### src/h4rx_pkg.sv
// Shared types and constants for the H4 receive deframer with eHCILL tracking.
// Used by the front classifier, the parser back end and the top level.
// No dependencies.
package h4rx_pkg;

  // H4 packet type bytes.
  localparam logic [7:0] TypeAcl   = 8'h02;
  localparam logic [7:0] TypeEvent = 8'h04;

  // eHCILL command bytes.
  localparam logic [7:0] SleepInd = 8'h30;
  localparam logic [7:0] SleepAck = 8'h31;
  localparam logic [7:0] WakeInd  = 8'h32;
  localparam logic [7:0] WakeAck  = 8'h33;

  // Header lengths counted after the type byte.
  localparam logic [2:0] AclHdrLen   = 3'd4;
  localparam logic [2:0] EventHdrLen = 3'd2;

  // Result kinds.
  localparam logic [1:0] KindPacket  = 2'd0;
  localparam logic [1:0] KindCommand = 2'd1;
  localparam logic [1:0] KindInvalid = 2'd2;

  // Reply requests.
  localparam logic [1:0] ReplyNone  = 2'd0;
  localparam logic [1:0] ReplySleep = 2'd1;
  localparam logic [1:0] ReplyWake  = 2'd2;

  // Queue between the front and back parts.
  localparam int unsigned QueueDepth = 2;
  localparam int unsigned QueuePtrW  = 1;

  // One received byte with its state-independent decode.
  typedef struct packed {
    logic [7:0] data;
    logic       type_acl;
    logic       type_event;
    logic       cmd;
    logic       sleep_ind;
    logic       wake_ind;
  } rx_item_t;

  // One result item.
  typedef struct packed {
    logic [1:0] kind;
    logic [7:0] data_byte;
    logic       is_acl;
    logic       first;
    logic       last;
    logic [1:0] reply_request;
    logic       asleep;
  } rx_result_t;

endpackage

### src/h4rx_front.sv
// Front part of the deframer: accepts received bytes, decodes them and
// holds them in a short queue for the parser. Depends on h4rx_pkg.
module h4rx_front
  import h4rx_pkg::*;
(
  input  logic       clk_i,
  input  logic       rst_ni,
  input  logic       in_valid_i,
  output logic       in_ready_o,
  input  logic [7:0] in_data_i,
  output logic       item_valid_o,
  input  logic       item_pop_i,
  output rx_item_t   item_o
);

  rx_item_t                 queue_q [QueueDepth];
  logic [QueuePtrW-1:0]     wr_ptr_q, wr_ptr_d;
  logic [QueuePtrW-1:0]     rd_ptr_q, rd_ptr_d;
  logic [QueuePtrW:0]       count_q, count_d;
  rx_item_t                 decoded;
  logic                     push;
  logic                     pop;

  // Decode the byte before it enters the queue.
  always_comb begin
    decoded.data       = in_data_i;
    decoded.type_acl   = (in_data_i == TypeAcl);
    decoded.type_event = (in_data_i == TypeEvent);
    decoded.cmd        = (in_data_i inside {[SleepInd:WakeAck]});
    decoded.sleep_ind  = (in_data_i == SleepInd);
    decoded.wake_ind   = (in_data_i == WakeInd);
  end

  assign in_ready_o   = (count_q != (QueuePtrW+1)'(QueueDepth));
  assign push         = in_valid_i && in_ready_o;
  assign item_valid_o = (count_q != '0);
  assign pop          = item_pop_i && item_valid_o;
  assign item_o       = queue_q[rd_ptr_q];

  // Pointer and fill count updates.
  always_comb begin
    wr_ptr_d = push ? wr_ptr_q + 1'b1 : wr_ptr_q;
    rd_ptr_d = pop ? rd_ptr_q + 1'b1 : rd_ptr_q;
    count_d  = count_q;
    if (push && !pop) begin
      count_d = count_q + 1'b1;
    end else if (pop && !push) begin
      count_d = count_q - 1'b1;
    end
  end

  always_ff @(posedge clk_i or negedge rst_ni) begin
    if (!rst_ni) begin
      wr_ptr_q <= '0;
      rd_ptr_q <= '0;
      count_q  <= '0;
    end else begin
      wr_ptr_q <= wr_ptr_d;
      rd_ptr_q <= rd_ptr_d;
      count_q  <= count_d;
    end
  end

  // Queue storage needs no reset.
  always_ff @(posedge clk_i) begin
    if (push) begin
      queue_q[wr_ptr_q] <= decoded;
    end
  end

endmodule

### src/h4rx_back.sv
// Back part of the deframer: the H4 packet parser, the eHCILL power state
// and the output register. Depends on h4rx_pkg.
module h4rx_back
  import h4rx_pkg::*;
(
  input  logic       clk_i,
  input  logic       rst_ni,
  input  logic       item_valid_i,
  output logic       item_pop_o,
  input  rx_item_t   item_i,
  output logic       out_valid_o,
  input  logic       out_ready_i,
  output rx_result_t out_o
);

  localparam logic [1:0] PhType    = 2'd0;
  localparam logic [1:0] PhHeader  = 2'd1;
  localparam logic [1:0] PhPayload = 2'd2;

  logic [1:0]  phase_q, phase_d;
  logic [2:0]  hdr_cnt_q, hdr_cnt_d;
  logic [15:0] remaining_q, remaining_d;
  logic        acl_q, acl_d;
  logic [7:0]  len_low_q, len_low_d;
  logic        sleeping_q, sleeping_d;
  logic        out_valid_q;
  rx_result_t  out_q, res;
  logic [2:0]  hdr_inc;
  logic [15:0] rem_dec;
  logic [15:0] hdr_len;
  logic        pop;

  // Take the next item whenever the output register is free or draining.
  assign pop        = item_valid_i && (!out_valid_q || out_ready_i);
  assign item_pop_o = pop;
  assign hdr_inc    = hdr_cnt_q + 3'd1;
  assign rem_dec    = remaining_q - 16'd1;
  assign hdr_len    = acl_q ? {item_i.data, len_low_q} : {8'd0, item_i.data};

  // Per-byte parser step.
  always_comb begin
    phase_d     = phase_q;
    hdr_cnt_d   = hdr_cnt_q;
    remaining_d = remaining_q;
    acl_d       = acl_q;
    len_low_d   = len_low_q;
    sleeping_d  = sleeping_q;

    res.kind          = KindPacket;
    res.data_byte     = item_i.data;
    res.is_acl        = 1'b0;
    res.first         = 1'b0;
    res.last          = 1'b0;
    res.reply_request = ReplyNone;

    case (phase_q)
      PhHeader: begin
        res.is_acl = acl_q;
        hdr_cnt_d  = hdr_inc;
        if (acl_q && hdr_inc == 3'd3) begin
          len_low_d = item_i.data;
        end
        if (hdr_inc >= (acl_q ? AclHdrLen : EventHdrLen)) begin
          hdr_cnt_d = '0;
          if (hdr_len == '0) begin
            res.last    = 1'b1;
            phase_d     = PhType;
            remaining_d = '0;
          end else begin
            remaining_d = hdr_len;
            phase_d     = PhPayload;
          end
        end
      end
      PhPayload: begin
        res.is_acl  = acl_q;
        remaining_d = rem_dec;
        if (rem_dec == '0) begin
          res.last = 1'b1;
          phase_d  = PhType;
        end
      end
      default: begin
        // Type position; the unused phase code lands here too.
        phase_d = PhType;
        if (item_i.type_acl || item_i.type_event) begin
          acl_d       = item_i.type_acl;
          res.is_acl  = item_i.type_acl;
          res.first   = 1'b1;
          hdr_cnt_d   = '0;
          remaining_d = '0;
          len_low_d   = '0;
          phase_d     = PhHeader;
        end else if (item_i.cmd) begin
          res.kind = KindCommand;
          if (!sleeping_q && item_i.sleep_ind) begin
            sleeping_d        = 1'b1;
            res.reply_request = ReplySleep;
          end else if (sleeping_q && item_i.wake_ind) begin
            sleeping_d        = 1'b0;
            res.reply_request = ReplyWake;
          end
        end else begin
          res.kind = KindInvalid;
        end
      end
    endcase

    res.asleep = sleeping_d;
  end

  // Parser state and output valid.
  always_ff @(posedge clk_i or negedge rst_ni) begin
    if (!rst_ni) begin
      phase_q     <= PhType;
      hdr_cnt_q   <= '0;
      remaining_q <= '0;
      acl_q       <= 1'b0;
      len_low_q   <= '0;
      sleeping_q  <= 1'b0;
      out_valid_q <= 1'b0;
    end else begin
      if (pop) begin
        phase_q     <= phase_d;
        hdr_cnt_q   <= hdr_cnt_d;
        remaining_q <= remaining_d;
        acl_q       <= acl_d;
        len_low_q   <= len_low_d;
        sleeping_q  <= sleeping_d;
        out_valid_q <= 1'b1;
      end else if (out_ready_i) begin
        out_valid_q <= 1'b0;
      end
    end
  end

  // Result payload register.
  always_ff @(posedge clk_i) begin
    if (pop) begin
      out_q <= res;
    end
  end

  assign out_valid_o = out_valid_q;
  assign out_o       = out_q;

endmodule

### src/h4_hci_rx_deframer_ehcill_top.sv
// H4 receive deframer with eHCILL power-state tracking, top level.
// Depends on h4rx_pkg, h4rx_front and h4rx_back.
//
// Usage:
//   The slave channel takes one received UART byte per transfer in
//   s_axis_tdata. For every byte the master channel gives one result:
//   m_axis_tuser holds the kind (packet byte, eHCILL command, invalid type
//   byte) and the ACL flag, m_axis_tlast marks the final byte of a packet,
//   and m_axis_tdata holds the echoed byte, the first-byte mark, the reply
//   request (sleep or wake-up acknowledgement) and the power state after
//   the byte.
//   An input transfer passes through the two-entry decode queue and then
//   the parser's output register before it can leave as an output
//   transfer. Throughput is one byte per cycle while the receiver keeps
//   up. When the receiver stalls, the output register holds its result
//   and the queue absorbs up to two more bytes before s_axis_tready
//   drops; the parser resumes at full rate once it drains.
//   Reset empties the queue and the output register, puts the parser in
//   type position and marks the link awake.
module h4_hci_rx_deframer_ehcill_top
  import h4rx_pkg::*;
(
  input  logic        clk_i,
  input  logic        rst_ni,
  input  logic        s_axis_tvalid,
  output logic        s_axis_tready,
  input  logic [7:0]  s_axis_tdata,   // [7:0] rx_byte
  output logic        m_axis_tvalid,
  input  logic        m_axis_tready,
  output logic [15:0] m_axis_tdata,   // [7:0] data_byte, [8] first,
                                      // [10:9] reply_request, [11] asleep,
                                      // [15:12] zero
  output logic [2:0]  m_axis_tuser,   // [1:0] kind, [2] is_acl
  output logic        m_axis_tlast    // last
);

  logic       item_valid;
  logic       item_pop;
  rx_item_t   item;
  rx_result_t result;

  // Front part: byte intake, decode and queue.
  h4rx_front u_front (
    .clk_i        (clk_i),
    .rst_ni       (rst_ni),
    .in_valid_i   (s_axis_tvalid),
    .in_ready_o   (s_axis_tready),
    .in_data_i    (s_axis_tdata),
    .item_valid_o (item_valid),
    .item_pop_i   (item_pop),
    .item_o       (item)
  );

  // Back part: packet parser and power state.
  h4rx_back u_back (
    .clk_i        (clk_i),
    .rst_ni       (rst_ni),
    .item_valid_i (item_valid),
    .item_pop_o   (item_pop),
    .item_i       (item),
    .out_valid_o  (m_axis_tvalid),
    .out_ready_i  (m_axis_tready),
    .out_o        (result)
  );

  // Pack the result onto the master channel.
  assign m_axis_tdata = {4'd0, result.asleep, result.reply_request, result.first,
                         result.data_byte};
  assign m_axis_tuser = {result.is_acl, result.kind};
  assign m_axis_tlast = result.last;

endmodule
### config.mk
export PLATFORM = sky130hd
export DESIGN_NAME = h4_hci_rx_deframer_ehcill_top
export DESIGN_NICKNAME = d
export VERILOG_FILES = /design/src/h4rx_pkg.sv /design/src/h4rx_front.sv /design/src/h4rx_back.sv /design/src/h4_hci_rx_deframer_ehcill_top.sv
export SDC_FILE = /design/constraint.sdc
export NUM_CORES = 1
export LEC_CHECK = 0
export BUFFER_PORTS_ARGS = -buffer_cell sky130_fd_sc_hd__buf_4
export CORE_ASPECT_RATIO = 0.7
export CORE_MARGIN = 2
export CORE_UTILIZATION = 40
export CTS_CLUSTER_DIAMETER = 120
export DETAILED_ROUTE_END_ITERATION = 8
export GPL_TIMING_DRIVEN = 0
export PLACE_DENSITY_LB_ADDON = 0.1
export SLEW_MARGIN = 20
export SYNTH_ARGS = -nofsm -noshare
export SYNTH_HDL_FRONTEND = slang
export SYNTH_SLANG_ARGS = --single-unit
export TNS_END_PERCENT = 30
### constraint.sdc
create_clock -name clk_i -period 3.7 [get_ports clk_i]
set_input_delay 0.185 -clock clk_i [delete_from_list [all_inputs] [get_ports clk_i]]
set_output_delay 0.185 -clock clk_i [all_outputs]
set_load 0.01 [all_outputs]
==> results.cfg <==
[status]
status = finished, final reports clean

[finish]
antenna_cells = 0
finalNonFillerCells = 534
drive_gt1_share_pct = 17.0
nets = 422
seq_area_um2 = 2160
area_growth_pct = 18.8
design_area_um2 = 4640
fillers = 931
multiInputGateArea_um2 = 1580

[timing]
drv_slew = 0
relSlewSlack_pct = 38.8
finalHoldViolations = 0
hold_ws_ps = 53.2
finClkSkew_ps = 5.53
fin_setup_tns_ps = 0
rsz0062_at_grt = no
finalSetupViolations = 0
min_period_ps = 3220
fmax_mhz = 311
tightest_slew_ps = 911
fin_crit_sh_pct = 87.0

[power]
finalPower_uw = 4250
power.leakage_uw = 0.00187
ir_drop_mv = 0.437
p_per_area_nw_per_um2 = 917

[setup_path]
cp.arrival_ps = 3430
r2r_setup_slack_ps = 480
r2r_end = u_back.phase_q[0]$_DFFE_PN0P_
critPathBufInv = 2
crit_path_end_kind = register
crit_path_start_kind = register
cp_top_family = simple AND/OR/NAND/NOR gates
crit_fanout = 9
required_ps = 3920
slowest_stage = nor3_1
max_stage_delay_ps = 750
worstRegToRegCells = 9
r2r_start = u_back.remaining_q[0]$_DFFE_PN0P_
cp_cell_sequence = inv_1, ha_1, inv_2, nor3_1, nand4b_1, xnor2_1, nor4_2, o21ai_1, mux2_1
path_class = reg -> reg

[grt]
antenna_found_initial = 0
grt_start_max_net_pins = 37
grt_pass1_wl_um = 14800
grt-ovfl-total = 0
first_global_vias = 2741
grt_usage_pct = 18.7

[clock_network]
clk_latency_ps = 340
clkTransAtPathRegs_ps = 60
postCtsHoldBufs = 1
clock_path_buffers = 2
htree_levels = 3
cts_root_buf = clkbuf_16
cts_resized = 0
cts_tree = yes
cts_post_setup_buffers_inserted = 0
cts.sink_count = 78
cts_made_buffers = 9

[logic_synthesis]
syn_area_per_cell_um2 = 10.9
ys.warnings.count = 0
synth_top_area_share_pct = 32.3
postSynthCellCount = 357
yosys_register_bits = 78
synth_ff_type = edfxtp_1
synth_area_leaders = edfxtp_1 32%, dfrtp_1 23%, nand2_1 3.3%
ys_async_sr_fraction_pct = 46.2
netlist_area_um2 = 3910
synth_largest_area_cell = edfxtp_1
synth_edf_count = 42
yosysSeqAreaShare_pct = 55.3
synth.distinct_cells = 57

[floorplan]
io_pins = 34
core_area_um2 = 9610
rows = 30
initial_core_util_pct = 40.7
die_x_um = 122
dieHeight_um = 86.7
die-area_um2 = 10600

[placement]
numPortBuffers = 29
globalplace.congestion = 0.856
post-dp-hpwl_um = 6820
dpl.cell_count = 517
dpl_cell_area_um2 = 4300

[route]
vias = 2862
vias_per_cell = 5.36
ant_nets = 0
first_pass_iters = 4
wirelength_um = 9210
drt_iter0_drc = 217
wire_per_inst_um = 17.2
drc = 0

[hold_path]
hold_end = u_front.queue_q[1][10]$_DFFE_PP_
worstHoldStart = s_axis_tdata[5]
hold_path.class = in -> reg
min_path_cells = 1

[flow_run]
max_cap_violations = 0
stage by stage:
stage               utilization [%]  setup slack, ps
finish                         48.3              481
detailed placement             44.7              539
CTS                            48.3              514
global route                   48.3              266
floorplan                         -             1130
global placement               44.7              507
cells in the final DEF, fill, tap and decap left out, drive strengths merged, types with 10 or more instances in the layout:
cell type,count
mux2i,10
nor4,12
nor3,13
buf,40
dfrtp,36
nand2,35
o21ai,27
edfxtp,42
nor2,26
inv,22
a21oi,10
clkbuf,17
power by group:
group          leakage (uW)  internal [uW]  switching (uW)
Sequential         0.000873           1250             173
Clock              0.000156            614             360
Combinational      0.000841            698            1160
flip-flops by register name, summed over array words and instances, names as in the netlist:
register            flops
u_back.phase_q          2
u_back.remaining_q     16
u_back.hdr_cnt_q        3
u_back.out_valid_o      1
u_back.len_low_q        8
u_back.sleeping_q       1
u_back.out_o           16
u_front.rd_ptr_q        1
u_back.acl_q            1
u_front.queue_q        26
u_front.wr_ptr_q        1
u_front.count_q         2
worst max-delay path by stage:
stage / start / cells after the start / slack, ps / end
final: u_back.remaining_q[0]$_DFFE_PN0P_ / 9 / 480 / u_back.phase_q[0]$_DFFE_PN0P_
after global routing: u_back.remaining_q[0]$_DFFE_PN0P_ / 9 / 270 / u_back.phase_q[0]$_DFFE_PN0P_
after CTS: u_back.remaining_q[0]$_DFFE_PN0P_ / 9 / 510 / u_back.phase_q[0]$_DFFE_PN0P_
after detailed placement: u_back.remaining_q[0]$_DFFE_PN0P_ / 9 / 540 / u_back.phase_q[0]$_DFFE_PN0P_
after global placement: u_back.remaining_q[0]$_DFFE_PN0P_ / 9 / 510 / u_back.phase_q[1]$_DFFE_PN0P_
after floorplan: u_back.hdr_cnt_q[0]$_DFFE_PN0P_ / 11 / 1130 / u_back.remaining_q[10]$_DFFE_PN0P_
layout make-up:
type                    count  share of cell area (%)
flip-flops and latches     78                    46.6
multi-input cells         244                    34.1
clock buffers              10                    5.15
repair buffers             30                    4.91
well taps                 128                    3.45
plain buffers              18                    2.16
clock inverters             6                    2.00
inverters                  20                    1.62
cell usage after synthesis, drive strengths merged, types with 2 or more instances:
master,n
mux2,9
or3,3
and3,3
edfxtp,42
nor2,26
nor4,12
o21ai,27
dfrtp,36
ha,9
o221ai,8
nand2b,9
a21oi,10
xnor2,6
a31oi,2
clkbuf,7
o22ai,3
a32oi,3
or2,2
nand4,2
inv,20
buf,11
nand2,35
o211ai,3
or4,2
nand3,6
nor3b,5
xor2,5
mux2i,10
and2,3
o31ai,7
a2bb2oi,2
nor3,13
metal layers:
metal  track usage [%]  share of wire, %  up-vias
li1                  -                 -     1403
met4              5.54              0.89        0
met3              4.80               5.7        8
met1              29.1                53     1381
met5                 0                 0        -
met2              25.3                40       70
logic make-up (layout without fill, tap and decap cells):
| group | count (synthesis) | in the layout | synth area share (%) |
|---|---|---|---|
| simple gates | 124 | 124 | 16.2 |
| flops | 78 | 78 | 55.3 |
| compound gates | 77 | 77 | 13.4 |
| buf+inv | 38 | 84 | 4.48 |
| mux | 19 | 19 | 5.16 |
| xor+xnor | 11 | 11 | 2.47 |
| fa+ha+maj | 9 | 9 | 2.88 |
| other cells | 1 | 4 | 0.0960 |
(Power assumes the default switching activity.)
